[config.mk]
export PLATFORM = sky130hd
export DESIGN_NAME = segment_reassembly_checker_unit
export DESIGN_NICKNAME = d
export VERILOG_FILES = /design/src/hw/rtl/sra_pkg.sv /design/src/hw/rtl/segment_reassembly_checker_unit.sv /design/src/hw/rtl/sra_front.sv /design/src/hw/rtl/sra_fifo.sv /design/src/hw/rtl/sra_back.sv
export SDC_FILE = /design/constraint.sdc
export NUM_CORES = 1
export LEC_CHECK = 0
export BUFFER_PORTS_ARGS = -buffer_cell sky130_fd_sc_hd__buf_2
export CAP_MARGIN = 30
export CORE_MARGIN = 5
export CORE_UTILIZATION = 25
export DETAILED_ROUTE_END_ITERATION = 10
export REMOVE_ABC_BUFFERS = 1
export SLEW_MARGIN = 0
export SYNTH_ARGS = -nofsm -noshare
export SYNTH_HDL_FRONTEND = slang
export SYNTH_HIERARCHICAL = 1
export SYNTH_SLANG_ARGS = --single-unit
[constraint.sdc]
create_clock -name clk -period 19.2 [get_ports clk]
set_input_delay 2.88 -clock clk [delete_from_list [all_inputs] [get_ports clk]]
set_output_delay 2.88 -clock clk [all_outputs]
set_load 0.01 [all_outputs]
[src/hw/rtl/sra_pkg.sv]
// shared types and constants of the segment reassembly checker
// no dependencies; used by every rtl file of the block except sra_checker
package sra_pkg;

  // segment header layout
  localparam int unsigned HEADER_BYTES = 5;
  localparam int unsigned POS_W        = 17;
  localparam logic [POS_W-1:0] POS_MAX = {POS_W{1'b1}};

  // input word kinds carried on tuser
  localparam logic ACT_SEG     = 1'b0;
  localparam logic ACT_RESTART = 1'b1;

  // configuration register indexes
  localparam logic CFG_MAX_LEN = 1'b0;
  localparam logic CFG_BIG_END = 1'b1;

  // segment completion status
  typedef enum logic [1:0] {
    ST_FAIL = 2'd0,
    ST_CONT = 2'd1,
    ST_LAST = 2'd2
  } status_t;

  // classified word handed from the front to the back
  typedef struct packed {
    logic        wr_valid;
    logic [15:0] base;
    logic [15:0] pos;
    logic [7:0]  data;
    logic        done;
    status_t     status;
    logic [7:0]  next_index;
    logic [15:0] next_offset;
  } sra_op_t;

  // decode a 16-bit header word from two consecutive bytes
  function automatic logic [15:0] hdr_word(input logic [7:0] first,
                                           input logic [7:0] second,
                                           input logic       big_end);
    hdr_word = big_end ? {first, second} : {second, first};
  endfunction

endpackage

[src/hw/rtl/segment_reassembly_checker_unit.sv]
// Segment reassembly checker, top level.
// Input stream: one received segment byte per word. in_tdata carries the byte,
// in_tlast marks the final byte of a segment, in_tuser set means restart
// reassembly at index 0, offset 0 (in_tdata ignored).
// Each segment opens with a 5-byte header (more-flag/index, offset, length);
// index, offset and total size are checked and payload bytes come out as
// buffer writes at offset plus position while they stream in.
// Output stream: exactly one word per input word, in order. out_tuser set
// means a payload write; out_tlast marks a segment end with a valid status.
// Config port: cfg_index 0 max segment length, 1 header word byte order;
// written any cycle, takes effect for the next input word.
// Throughput: one word per cycle, sustained while out_tready stays high; the front end
// updates all header and sequence state as each byte is accepted.
// Path: an accepted word is written into the queue, then into the output register
// where the write address add sits; out_tvalid rises once the word is held there.
// Reset: sync active-low rst_n; sequence state clears, max length 1024,
// big-endian header words, queue and output empty.
// Stall: with out_tready low, the queue fills and in_tready drops once it
// holds QUEUE_DEPTH words; no word is lost.
// depends on sra_pkg, sra_front, sra_fifo, sra_back
module segment_reassembly_checker_unit #(
  parameter int unsigned QUEUE_DEPTH = 2
) (
  input  logic        clk,
  input  logic        rst_n,
  input  logic        cfg_we,
  input  logic        cfg_index,
  input  logic [15:0] cfg_data,
  input  logic        in_tvalid,
  output logic        in_tready,
  input  logic [7:0]  in_tdata,   // [7:0] seg_byte
  input  logic        in_tlast,
  input  logic        in_tuser,   // [0] action
  output logic        out_tvalid,
  input  logic        out_tready,
  output logic [55:0] out_tdata,  // [15:0] write_addr, [23:16] write_data, [25:24] status,
                                  // [33:26] next_index, [49:34] next_offset, [55:50] zero
  output logic        out_tlast,  // done_valid
  output logic        out_tuser   // [0] write_valid
);

  sra_pkg::sra_op_t front_op, back_op;
  logic             q_full, q_empty, q_pop, in_fire;

  assign in_tready = !q_full;
  assign in_fire   = in_tvalid && in_tready;

  sra_front u_front (
    .clk       (clk),
    .rst_n     (rst_n),
    .cfg_we    (cfg_we),
    .cfg_index (cfg_index),
    .cfg_data  (cfg_data),
    .in_fire   (in_fire),
    .in_action (in_tuser),
    .in_byte   (in_tdata),
    .in_last   (in_tlast),
    .op        (front_op)
  );

  sra_fifo #(.DEPTH(QUEUE_DEPTH)) u_fifo (
    .clk     (clk),
    .rst_n   (rst_n),
    .push    (in_fire),
    .push_op (front_op),
    .pop     (q_pop),
    .pop_op  (back_op),
    .full    (q_full),
    .empty   (q_empty)
  );

  sra_back u_back (
    .clk        (clk),
    .rst_n      (rst_n),
    .q_empty    (q_empty),
    .q_op       (back_op),
    .q_pop      (q_pop),
    .out_tvalid (out_tvalid),
    .out_tready (out_tready),
    .out_tdata  (out_tdata),
    .out_tlast  (out_tlast),
    .out_tuser  (out_tuser)
  );

endmodule

[src/hw/rtl/sra_front.sv]
// front end: accepts segment words, checks the header, tracks expected index/offset
// depends on sra_pkg
module sra_front (
  input  logic                clk,
  input  logic                rst_n,
  input  logic                cfg_we,
  input  logic                cfg_index,
  input  logic [15:0]         cfg_data,
  input  logic                in_fire,
  input  logic                in_action,
  input  logic [7:0]          in_byte,
  input  logic                in_last,
  output sra_pkg::sra_op_t    op
);

  localparam int unsigned PW = sra_pkg::POS_W;
  localparam int unsigned HB = sra_pkg::HEADER_BYTES;

  logic [15:0]   max_len_r;
  logic          big_end_r;
  logic [7:0]    idx_r, idx_nxt;
  logic [15:0]   off_r, off_nxt;
  logic [PW-1:0] pos_r, pos_nxt;
  logic          err_r, err_nxt;
  logic [7:0]    hdr_r   [HB];
  logic [7:0]    hdr_nxt [HB];
  logic [7:0]    hdr_upd [HB];

  logic          in_hdr;
  logic [15:0]   off_w, len_w;
  logic          chk_err, seg_err;
  logic [PW-1:0] q, pos_inc;
  logic          wr, end_ok;

  // configuration registers
  always_ff @(posedge clk) begin
    if (!rst_n) begin
      max_len_r <= 16'd1024;
      big_end_r <= 1'b1;
    end else if (cfg_we) begin
      case (cfg_index)
        sra_pkg::CFG_MAX_LEN: max_len_r <= cfg_data;
        sra_pkg::CFG_BIG_END: big_end_r <= cfg_data[0];
        default: ;
      endcase
    end
  end

  // header capture for the current word
  always_comb begin
    in_hdr = pos_r < PW'(HB);
    for (int i = 0; i < HB; i++) begin
      hdr_upd[i] = (in_hdr && pos_r == PW'(i)) ? in_byte : hdr_r[i];
    end
    off_w = sra_pkg::hdr_word(hdr_upd[1], hdr_upd[2], big_end_r);
    len_w = sra_pkg::hdr_word(hdr_upd[3], hdr_upd[4], big_end_r);
  end

  // header checks, payload classification and end-of-segment decision
  always_comb begin
    chk_err = in_hdr && (
      (pos_r == PW'(0) && {1'b0, in_byte[7:1]} != idx_r) ||
      (pos_r == PW'(2) && off_w != off_r) ||
      (pos_r == PW'(4) && (17'(HB) + {1'b0, len_w}) > {1'b0, max_len_r}));
    seg_err = err_r | chk_err;
    q       = pos_r - PW'(HB);
    wr      = !in_hdr && !err_r && (q < {1'b0, len_w});
    pos_inc = (pos_r == sra_pkg::POS_MAX) ? pos_r : pos_r + PW'(1);
    end_ok  = !seg_err && (pos_r >= PW'(HB - 1)) &&
              (({1'b0, pos_r} + 18'd1) == (18'(HB) + {2'b0, len_w}));

    hdr_nxt        = hdr_upd;
    pos_nxt        = pos_inc;
    err_nxt        = seg_err;
    idx_nxt        = idx_r;
    off_nxt        = off_r;
    op.wr_valid    = wr;
    op.base        = off_w;
    op.pos         = q[15:0];
    op.data        = wr ? in_byte : 8'd0;
    op.done        = 1'b0;
    op.status      = sra_pkg::ST_FAIL;

    if (in_action == sra_pkg::ACT_RESTART) begin
      idx_nxt     = 8'd0;
      off_nxt     = 16'd0;
      pos_nxt     = '0;
      err_nxt     = 1'b0;
      for (int i = 0; i < HB; i++) hdr_nxt[i] = 8'd0;
      op.wr_valid = 1'b0;
      op.data     = 8'd0;
    end else if (in_last) begin
      op.done = 1'b1;
      if (end_ok) begin
        op.status = hdr_upd[0][0] ? sra_pkg::ST_CONT : sra_pkg::ST_LAST;
        idx_nxt   = idx_r + 8'd1;
        off_nxt   = off_r + len_w;
      end
      pos_nxt = '0;
      err_nxt = 1'b0;
      for (int i = 0; i < HB; i++) hdr_nxt[i] = 8'd0;
    end

    op.next_index  = idx_nxt;
    op.next_offset = off_nxt;
  end

  // segment state
  always_ff @(posedge clk) begin
    if (!rst_n) begin
      idx_r <= 8'd0;
      off_r <= 16'd0;
      pos_r <= '0;
      err_r <= 1'b0;
      for (int i = 0; i < HB; i++) hdr_r[i] <= 8'd0;
    end else if (in_fire) begin
      idx_r <= idx_nxt;
      off_r <= off_nxt;
      pos_r <= pos_nxt;
      err_r <= err_nxt;
      for (int i = 0; i < HB; i++) hdr_r[i] <= hdr_nxt[i];
    end
  end

endmodule

[src/hw/rtl/sra_fifo.sv]
// short queue of classified words between front and back
// depends on sra_pkg
module sra_fifo #(
  parameter int unsigned DEPTH = 2
) (
  input  logic             clk,
  input  logic             rst_n,
  input  logic             push,
  input  sra_pkg::sra_op_t push_op,
  input  logic             pop,
  output sra_pkg::sra_op_t pop_op,
  output logic             full,
  output logic             empty
);

  localparam int unsigned PTR_W = $clog2(DEPTH);
  localparam int unsigned CNT_W = $clog2(DEPTH + 1);

  sra_pkg::sra_op_t mem [DEPTH];
  logic [PTR_W-1:0] wr_ptr_r, rd_ptr_r;
  logic [CNT_W-1:0] cnt_r;
  logic             do_push, do_pop;

  assign full    = cnt_r == CNT_W'(DEPTH);
  assign empty   = cnt_r == '0;
  assign do_push = push && !full;
  assign do_pop  = pop && !empty;
  assign pop_op  = mem[rd_ptr_r];

  // storage
  always_ff @(posedge clk) begin
    if (do_push) mem[wr_ptr_r] <= push_op;
  end

  // pointers and fill count
  always_ff @(posedge clk) begin
    if (!rst_n) begin
      wr_ptr_r <= '0;
      rd_ptr_r <= '0;
      cnt_r    <= '0;
    end else begin
      if (do_push) begin
        wr_ptr_r <= (wr_ptr_r == PTR_W'(DEPTH - 1)) ? '0 : wr_ptr_r + PTR_W'(1);
      end
      if (do_pop) begin
        rd_ptr_r <= (rd_ptr_r == PTR_W'(DEPTH - 1)) ? '0 : rd_ptr_r + PTR_W'(1);
      end
      if (do_push && !do_pop)      cnt_r <= cnt_r + CNT_W'(1);
      else if (do_pop && !do_push) cnt_r <= cnt_r - CNT_W'(1);
    end
  end

endmodule

[src/hw/rtl/sra_back.sv]
// back end: forms the buffer write address and holds the output word
// depends on sra_pkg
module sra_back (
  input  logic             clk,
  input  logic             rst_n,
  input  logic             q_empty,
  input  sra_pkg::sra_op_t q_op,
  output logic             q_pop,
  output logic             out_tvalid,
  input  logic             out_tready,
  output logic [55:0]      out_tdata,
  output logic             out_tlast,
  output logic             out_tuser
);

  logic          valid_r;
  logic          wv_r;
  logic [15:0]   addr_r;
  logic [7:0]    data_r;
  logic          done_r;
  logic [1:0]    status_r;
  logic [7:0]    nidx_r;
  logic [15:0]   noff_r;

  assign q_pop = !q_empty && (!valid_r || out_tready);

  // output register
  always_ff @(posedge clk) begin
    if (!rst_n) begin
      valid_r <= 1'b0;
    end else if (q_pop) begin
      valid_r <= 1'b1;
    end else if (out_tready) begin
      valid_r <= 1'b0;
    end
  end

  always_ff @(posedge clk) begin
    if (q_pop) begin
      wv_r     <= q_op.wr_valid;
      addr_r   <= q_op.wr_valid ? q_op.base + q_op.pos : 16'd0;
      data_r   <= q_op.data;
      done_r   <= q_op.done;
      status_r <= q_op.status;
      nidx_r   <= q_op.next_index;
      noff_r   <= q_op.next_offset;
    end
  end

  assign out_tvalid = valid_r;
  assign out_tlast  = done_r;
  assign out_tuser  = wv_r;
  assign out_tdata  = {6'd0, noff_r, nidx_r, status_r, data_r, addr_r};

endmodule

---- Yosys cells after proc, flatten, opt, wreduce, memory -nomap -nowiden ----
Memory sizes are Yosys's and may differ from the RTL's. A register that Yosys moved wholly into a read port is not among the register bits.
Index checks and enable logic that the tools add are counted.
word-level totals
  input bits .............................. 32
  RAM bits ................................ 176
  memories ................................ 2
  output and inout port bits .............. 60
  register bits ........................... 116
memories
  memory         words  width  rd ports  clocked after Yosys merged registers in  wr ports  line             source
  u_fifo.mem     2      68     1         1                                        1         sra_fifo.sv:19   sra_pkg::sra_op_t mem [DEPTH];
  u_front.hdr_r  5      8      5         0                                        5         sra_front.sv:25  logic [7:0] hdr_r [HB];
operators by class
  reductions and logical operators ........ 37
  muxes and demuxes ....................... 46
  equal/unequal tests ..................... 10
  bitwise operators ....................... 7
  order comparisons ....................... 4
  add/sub/neg operators ................... 12
operator list
  cell                                                                                  number
  8-bit 2-to-1 mux                                                                      15
  16-bit 2-to-1 mux                                                                     5
  40-bit 2-to-1 mux                                                                     2
  17-bit 2-to-1 mux                                                                     3
  3-bit by 16-bit adder with 17-bit output, first input constant                        2
  17-bit by 2-bit equality test with 1-bit output, second input constant                2
  16-bit adder                                                                          2
  1-bit logical AND                                                                     19
  17-bit by 1-bit adder with 18-bit output, second input constant                       1
  18-bit equality test                                                                  1
  17-bit by 1-bit adder with 17-bit output, second input constant                       1
  17-bit by 1-bit equality test with 1-bit output, second input constant                1
  17-bit equality test, second input constant                                           1
  17-bit by 3-bit equality test with 1-bit output, second input constant                1
  17-bit by 3-bit greater-or-equal comparator with 1-bit output, second input constant  1
  17-bit by 16-bit greater-than comparator with 1-bit output                            1
  17-bit zero test                                                                      1
  17-bit by 16-bit < comparator with 1-bit output                                       1
  17-bit by 3-bit < comparator with 1-bit output, second input constant                 1
  17-bit by 3-bit subtractor with 17-bit output, second input constant                  1
  16-bit inequality test                                                                1
  1-bit 2-to-1 mux                                                                      15
  8-bit by 1-bit adder with 8-bit output, second input constant                         1
  1-bit zero test                                                                       8
  other kinds (14)                                                                      29

---- Logic depth before layout (Yosys ltp) ----
Gate-level depths: netlist (run 1).
  depth after elaboration ................. 16
  mapped depth ............................ 30
  depth with buffers taken out ............ 26

---- Cells and area by module ----
The synthesis (run 1) kept the hierarchy.
modules (own cells, without submodules)
  module                           area an instance (um2)  seq. area each (um2)  cells each  instances
  sra_front                        8598.2                  2172.1                1078        1
  sra_fifo                         5217.5                  4184.0                237         1
  sra_back                         2414.8                  1581.5                171         1
  segment_reassembly_checker_unit  10.0                    0.0                   2           1

---- Least setup slack after synthesis (run 1) ----
No wires, ideal clock.
  path type ............................... input-to-reg
  start ................................... input in_tdata[1]
  end ..................................... memory u_fifo/mem[0][11] in the netlist's numbering (data pin)
  data arrival time ....................... 7603 ps
  setup time .............................. 270 ps
  path slack .............................. 11327 ps
  path buffers ............................ 4
  required time ........................... 18930 ps
  stages on the path ...................... 24
  path through ............................ clkbuf_1 -> mux2i_1 -> mux2i_1 -> ha_1 -> nor2_1 -> a32o_1 -> or2_0 -> buf_2 -> nor3_1 -> nand3_1 -> xnor2_1 -> ha_1 -> a211o_1 -> or4_1 -> a211oi_1 -> o31ai_1 -> a41oi_1 -> nand4_1 -> nor4b_4 -> and4_1 -> buf_4 -> buf_6 -> mux2i_1 -> nor2_1
RTL lines
  item                line                                   source
  start: declaration  segment_reassembly_checker_unit.sv:31  input logic [7:0] in_tdata,
  end: declaration    sra_fifo.sv:19

==> metrics, run 1 <==
status completed; number of synthesized register bits 286; drt first pass iters 6; Reg clk slew, reported paths 50 ps; Hold Crit Start u_front/max_len_r[14]; VDD IR-drop max 0.0682 mV; final worst setup slack 10210 ps; Setup Fix Bufs, Post-CTS 0; hold slack 453 ps; Finished Layout Cells 2428; die area 70200 µm²; routed vias/inst 4.87; Post-DRT Antenna Nets 0; Initial Utilization 25.2%; critical path class input port to flip-flop; drc violations 0; vias in the first global route 11800; Synth area leaders edfxtp_1, dfxtp_1, ha_1; TritonCTS clock tree built; global-route wire length before repair 69600 µm; I/O pin total 92; CP max FO 52; Post-Syn Instances 1488; final net count 1650; Compound-Gate Fraction of Synth Area 11.6%; xor/xnor share of the synthesized area 6.00%; initial antenna violation count 1; CTS Sinks 286; post-CTS sizing 0; clk_lat worst skew 540 ps; GRT Total Usage 12.4%; RePlAce Congestion 0.888; launch point of the worst reg-to-reg path u_front/pos_r[6]; Worst EP arrival 9240 ps; Fin Setup TNS 0 ps; Leak 6.78 nW; Max-cap violations 0; Syn-to-layout area delta 14.3%; Final Hold Viols 0; Post-DP HPWL 32800 µm; initial drt markers 787; Final Critical Period 8990 ps; DR WL/cell 18.5 µm; cell area after synthesis 16200 µm²; sequential area share after synthesis 48.9%; clock tree buffer depth 3; EDFF count, synth 221; final wirelength 44900 µm; ys flop type edfxtp_1; share of layout cells above drive strength 1 16.6%; synthesized area per cell 10.9 µm²; IO buf count 85; clock root buffer clkbuf_16; fillers 6633; # H-tree levels 2; final global-route overflow total 0; post-layout util 28.8%; Slew @ Worst Pin 1060 ps; area leader, netlist edfxtp_1; maximum clock rate 111 MHz; asr flop ratio synth 0%; Register Area 7940 µm²; Die Ht 265 µm; chip width 265 µm; main combinational cell family by area after synthesis simple AND/OR/NAND/NOR gates; Num CTS Buffers 35; Placed Cells 2364; PwrDens 112 nW/µm²; simple-gate share of the synthesized area 14.3%; synth warn 6; Final Max Slew Viols 0; adder-cell share of the synthesized area 5.64%; vias 11800; period utilization 46.8%; FP Rows 93; Core ar. 64300 µm²; Clock Skew 17.8 ps; HP Class flip-flop to flip-flop; largest net degree at the start of global routing 61; worst setup path start in_tdata[0]; Relative slew margins 28.7%; Multi-input gate area 7660 µm²; pre-CTS WS 9740 ps; RSZ-0062 raised after global routing no; ant diodes 0; Netlist cell types 90; Worst Setup Start Kind input port; post-synthesis mux area share 9.37%; post-synth top area share 40.9%; CTS hold repair buffers 0; endpoints failing setup 0; Worst EP required 19450 ps; crit end category flip-flop
[critical path, cell delays in order]
cell      delay, ps
buf_2           200
nand3_1         120
and2_1          220
mux2i_1         530
ha_1            330
nor2_1           60
a32o_1          310
or2_0           370
nor3_1          480
nand3_1         210
xnor2_1         220
ha_1            270
a211o_1         270
or4_1           420
a211oi_1        280
o31ai_1         120
a41oi_1         210
nand4_1         160
nor4b_4         400
and4_2          290
buf_4           520
mux2i_1         270
nor2_1           80
[layout make-up]
class | instances | area share (%)
clock buffer | 44 | 4.90
inverter | 62 | 1.25
timing repair buffer | 101 | 2.94
tap | 855 | 5.76
sequential | 286 | 42.8
multi-input combinational | 1060 | 41.3
clock inverter | 20 | 1.04
[metrics by stage]
stage,power (mW),area [µm²]
after CTS,2.12,18600
after floorplan,1.27,15800
after detailed placement,1.47,17500
after global placement,1.46,17400
after global routing,2.21,18600
final,2.09,18600
[state kept, by name, summed over array words and instances, names as in the netlist, 8 cells and up, named ones only]
register           cells
u_back/addr_r         16
u_back/data_r          8
u_back/nidx_r          8
u_back/noff_r         16
u_fifo/mem           136
u_front/hdr_r         33
u_front/idx_r          8
u_front/max_len_r     16
u_front/off_r         16
u_front/pos_r         17
[report_power, final]
part / leakage, nW / internal, mW / total [mW] / switching [mW]
clock network: 0.534 / 0.380 / 0.644 / 0.264
logic: 3.65 / 0.222 / 0.575 / 0.354
registers: 2.60 / 0.822 / 0.866 / 0.0437
total: 6.78 / 1.42 / 2.09 / 0.662
[cells by family after synthesis]
family | count (synthesis)
AO/OA/AOI/OAI | 287
adder cells (fa/ha/maj) | 72
multiplexers | 134
AND/OR/NAND/NOR | 460
buffers and inverters | 147
other | 1
XOR/XNOR | 101
flip-flops | 286
[cells in the final DEF, fill, tap and decap left out, types with 14 or more instances in the layout]
cell / count
a21o_1: 17
a21oi_1: 96
and2_1: 22
and3_1: 14
buf_2: 85
buf_4: 16
clkbuf_16: 35
dfxtp_1: 64
edfxtp_1: 221
ha_1: 70
inv_1: 57
mux2_2: 51
mux2_4: 20
mux2i_1: 61
nand2_1: 91
nand3_1: 54
nand4_1: 18
nor2_1: 144
nor2b_1: 16
nor3_1: 37
o21ai_0: 56
xnor2_1: 51
xor2_1: 43
[metal layers]
layer  track usage [%]  routed length [µm]
met1              17.2               20900
met3              2.17                2380
met4              3.61                 995
met2              19.9               20700
met5                 0                  13
[cell usage after synthesis, types with 20 or more instances]
cell type and n:
mux2_4 20, xor2_1 43, ha_1 70, mux2i_1 61, dfxtp_1 65, nor2_1 144, nand3_1 54, a21oi_1 96
clkbuf_1 40, and2_1 22, edfxtp_1 221, nor3_1 37, inv_1 57, nand2_1 91, mux2_2 51, o21ai_0 56
xnor2_1 51
[final timing paths]
| path | end | slack (ps) | cells past startpoint |
|---|---|---|---|
| worst max-delay path | u_fifo/mem[1][12] | 10210 | 23 |
| worst min-delay path | u_front/max_len_r[14] | 450 | 2 |
| worst max register to register | u_fifo/mem[1][12] | 10930 | 24 |
| worst min register to register | u_front/max_len_r[14] | 450 | 2 |
No activity file was read; power rests on OpenSTA's default activity.
==> run 2, diff against run 1 <==
==> constraint.sdc (replaced) <==
create_clock -name clk -period 7.8 [get_ports clk]
set_input_delay 1.17 -clock clk [delete_from_list [all_inputs] [get_ports clk]]
set_output_delay 1.17 -clock clk [all_outputs]
set_load 0.01 [all_outputs]
==> run 2 against run 1 <==
Against the previous run: flip-flop and latch count unchanged; sequential power rose by 150%; clock skew rose by 13 ps; die area unchanged; clock-buffer cell count shrank 2; utilization rose by 0.20 points; final cell count increased by 0.25%; global-route usage barely moved.
==> metrics, run 2 (synthesis gave the netlist of run 1 again) <==
# H-tree levels 2 (unchanged); RePlAce Congestion 0.889 (+0.14%); Setup Fix Bufs, Post-CTS 0 (unchanged); largest net degree at the start of global routing 63 (+3.3%); CP max FO 52 (unchanged); final wirelength 45100 µm (+0.30%); r2r endpoint u_fifo/mem[0][2]; cell mode on critical path mux2i_1; Worst Hold Depth 2 (unchanged); Relative slew margins 38.3% (+9.6 points); Logic pwr share 27.1% (-0.5 points); initial antenna violation count 0 (-1); critical path class flip-flop to flip-flop; period utilization 93.0%; TritonCTS clock tree built; R2R Setup Slk 540 ps (-10390 ps); CTS Sinks 286 (unchanged); vias 11900 (+0.87%); FP Rows 93 (unchanged); Power, Total 5.20 mW (+150%); GRT Total Usage 12.4% (-0.039 points); Leak 6.86 nW (+1.1%); DR WL/cell 18.5 µm (about the same); clock tree buffer depth 3 (unchanged); Reg clk slew, reported paths 60 ps (about the same); clk_lat worst skew 560 ps (+20 ps); WHS Endpoint u_front/max_len_r[13]; initial drt markers 884 (+12%); crit end category flip-flop; IO buf count 85 (unchanged); Max-cap violations 0 (unchanged); most frequent cells in the layout edfxtp_1, nor2_1, a21oi_1; Clock Skew 31.0 ps (+13.2 ps); chip width 265 µm (unchanged); hold slack 458 ps (+5.35 ps); fillers 6630 (-0.045%); Final Critical Period 7260 ps; HP Class flip-flop to flip-flop; Psw 1.64 mW (+150%); Num CTS Buffers 34 (-2.9%); commonest non-fill, non-tap cell in the layout edfxtp_1; Worst Setup Start Kind flip-flop; PwrDens 278 nW/µm² (+150%); drc violations 0 (unchanged); RSZ-0062 raised after global routing no; Final Hold Viols 0 (unchanged); die area 70200 µm² (unchanged); endpoints failing setup 0 (unchanged); final global-route overflow total 0 (unchanged); Final Max Slew Viols 0 (unchanged); I/O pin total 92 (unchanged); drt first pass iters 5 (-1); Die Ht 265 µm (unchanged); final net count 1657 (+0.42%); Initial Utilization 25.2% (unchanged); Hold Crit Start u_front/max_len_r[13]; Syn-to-layout area delta 15.1%; Post-DP HPWL 33100 µm (+1.0%); Cell Chain, Critical Path nor4_4, and4_1, nand2_2, mux2i_1, mux2i_1, ha_1, nor2_1, a32o_1, or2_0, nor3_1, nand3_1, xnor2_1, ha_1, a211o_1, or4_1, a211oi_1, o31ai_1, a41oi_1, nand4_1, nor4b_4, and4_2, buf_12, mux2i_1, nor2_1; Largest Register u_fifo/mem; post-CTS sizing 0 (unchanged); maximum clock rate 138 MHz; clock root buffer clkbuf_16; Worst EP arrival 7520 ps (-1720 ps); VDD IR-drop max 0.122 mV (+79%); Fin Setup TNS 0 ps (unchanged); cells on worst reg2reg path 24 (unchanged); Worst EP required 8060 ps (-11390 ps); share of layout cells above drive strength 1 17.1% (+0.52 points); sw frac 31.5% (-0.22 points); status completed; global-route wire length before repair 69300 µm (-0.31%); Post-DRT Antenna Nets 0 (unchanged); Crit-path slowest cell and4_1; launch point of the worst reg-to-reg path u_front/pos_r[6]; Clock power frac 31.6% (+0.7 points); vias in the first global route 11800 (-0.58%); Int Pwr 3.56 mW (+150%); largest registers u_fifo/mem x136, u_front/hdr_r x33, u_front/pos_r x17; CTS hold repair buffers 0 (unchanged); sequential share of power 41.3% (-0.2 points); max reg flops 136 (unchanged); Slew @ Worst Pin 925 ps (-136 ps); slowest stage delay, CP 560 ps (+30 ps); routed vias/inst 4.90 (+0.62%); Core ar. 64300 µm² (unchanged)
[run 2: cell count changes in the layout (fill, tap and decap cells not counted), sizes merged]
cell	before	now
clkinvlp	2	0
buf	101	109
clkbuf	44	42
clkinv	14	16
inv	63	61
diode	0	1
bufinv	3	4
[run 2: final cells by class]
type / count / area (µm²) / share of cell area [%]
tap: 855 / 1070 / 5.72
sequential: 286 / 7940 / 42.5
clock inverter: 19 / 233 / 1.25
timing repair buffer: 109 / 618 / 3.31
multi-input combinational: 1060 / 7670 / 41.0
inverter: 62 / 233 / 1.25
clock buffer: 42 / 922 / 4.93
antenna: 1 / 2.50 / 0.0134
[run 2: critical path: cells and delay by family, from the launching register on]
family,cells,cell delay (ps)
AO/OA/AOI/OAI,5,1130
XOR/XNOR,1,220
adder cells (fa/ha/maj),2,540
buffers and inverters,1,260
flip-flops,1,450
multiplexers,3,760
AND/OR/NAND/NOR,12,3570
[run 2: per-layer routing]
layer  GRT usage [%]  routed length (µm)  vias to the layer above
met5               0                   0                        -
met4            3.37                 851                        0
met3            2.13                2650                       59
met2            19.9               20700                      375
met1            17.3               20900                     5893
li1                -                   -                     5594
[run 2: worst max path at each step]
stage / start / slack, ps / to
finish: u_front/pos_r[6] / 540 / u_fifo/mem[0][2]
CTS: u_front/pos_r[6] / 660 / u_fifo/mem[0][10]
floorplan: u_front/big_end_r / 450 / u_fifo/mem[0][18]
global route: u_front/pos_r[6] / 50 / u_front/off_r[14]
global placement: u_front/pos_r[6] / 900 / u_fifo/mem[0][3]
detailed placement: u_front/pos_r[6] / 710 / u_fifo/mem[0][10]
[run 2: stage by stage]
stage               cells  setup WS (ps)  instance area (µm²)  util (%)
floorplan            1408            448                15800         -
global placement     2370            905                17500      27.2
finish               2434            543                18700      29.0
global route         2433           54.6                18700      29.0
CTS                  2433            656                18700      29.0
detailed placement   2372            714                17500      27.2
[run 2: power by group through the flow]
stage | logic [mW] | clock network [mW] | registers, mW
after floorplan | 0.865 | 0 | 2.25
after global placement | 1.41 | 0 | 2.19
after detailed placement | 1.43 | 0 | 2.19
after CTS | 1.44 | 1.69 | 2.16
after global routing | 1.56 | 1.75 | 2.18
final | 1.41 | 1.64 | 2.15
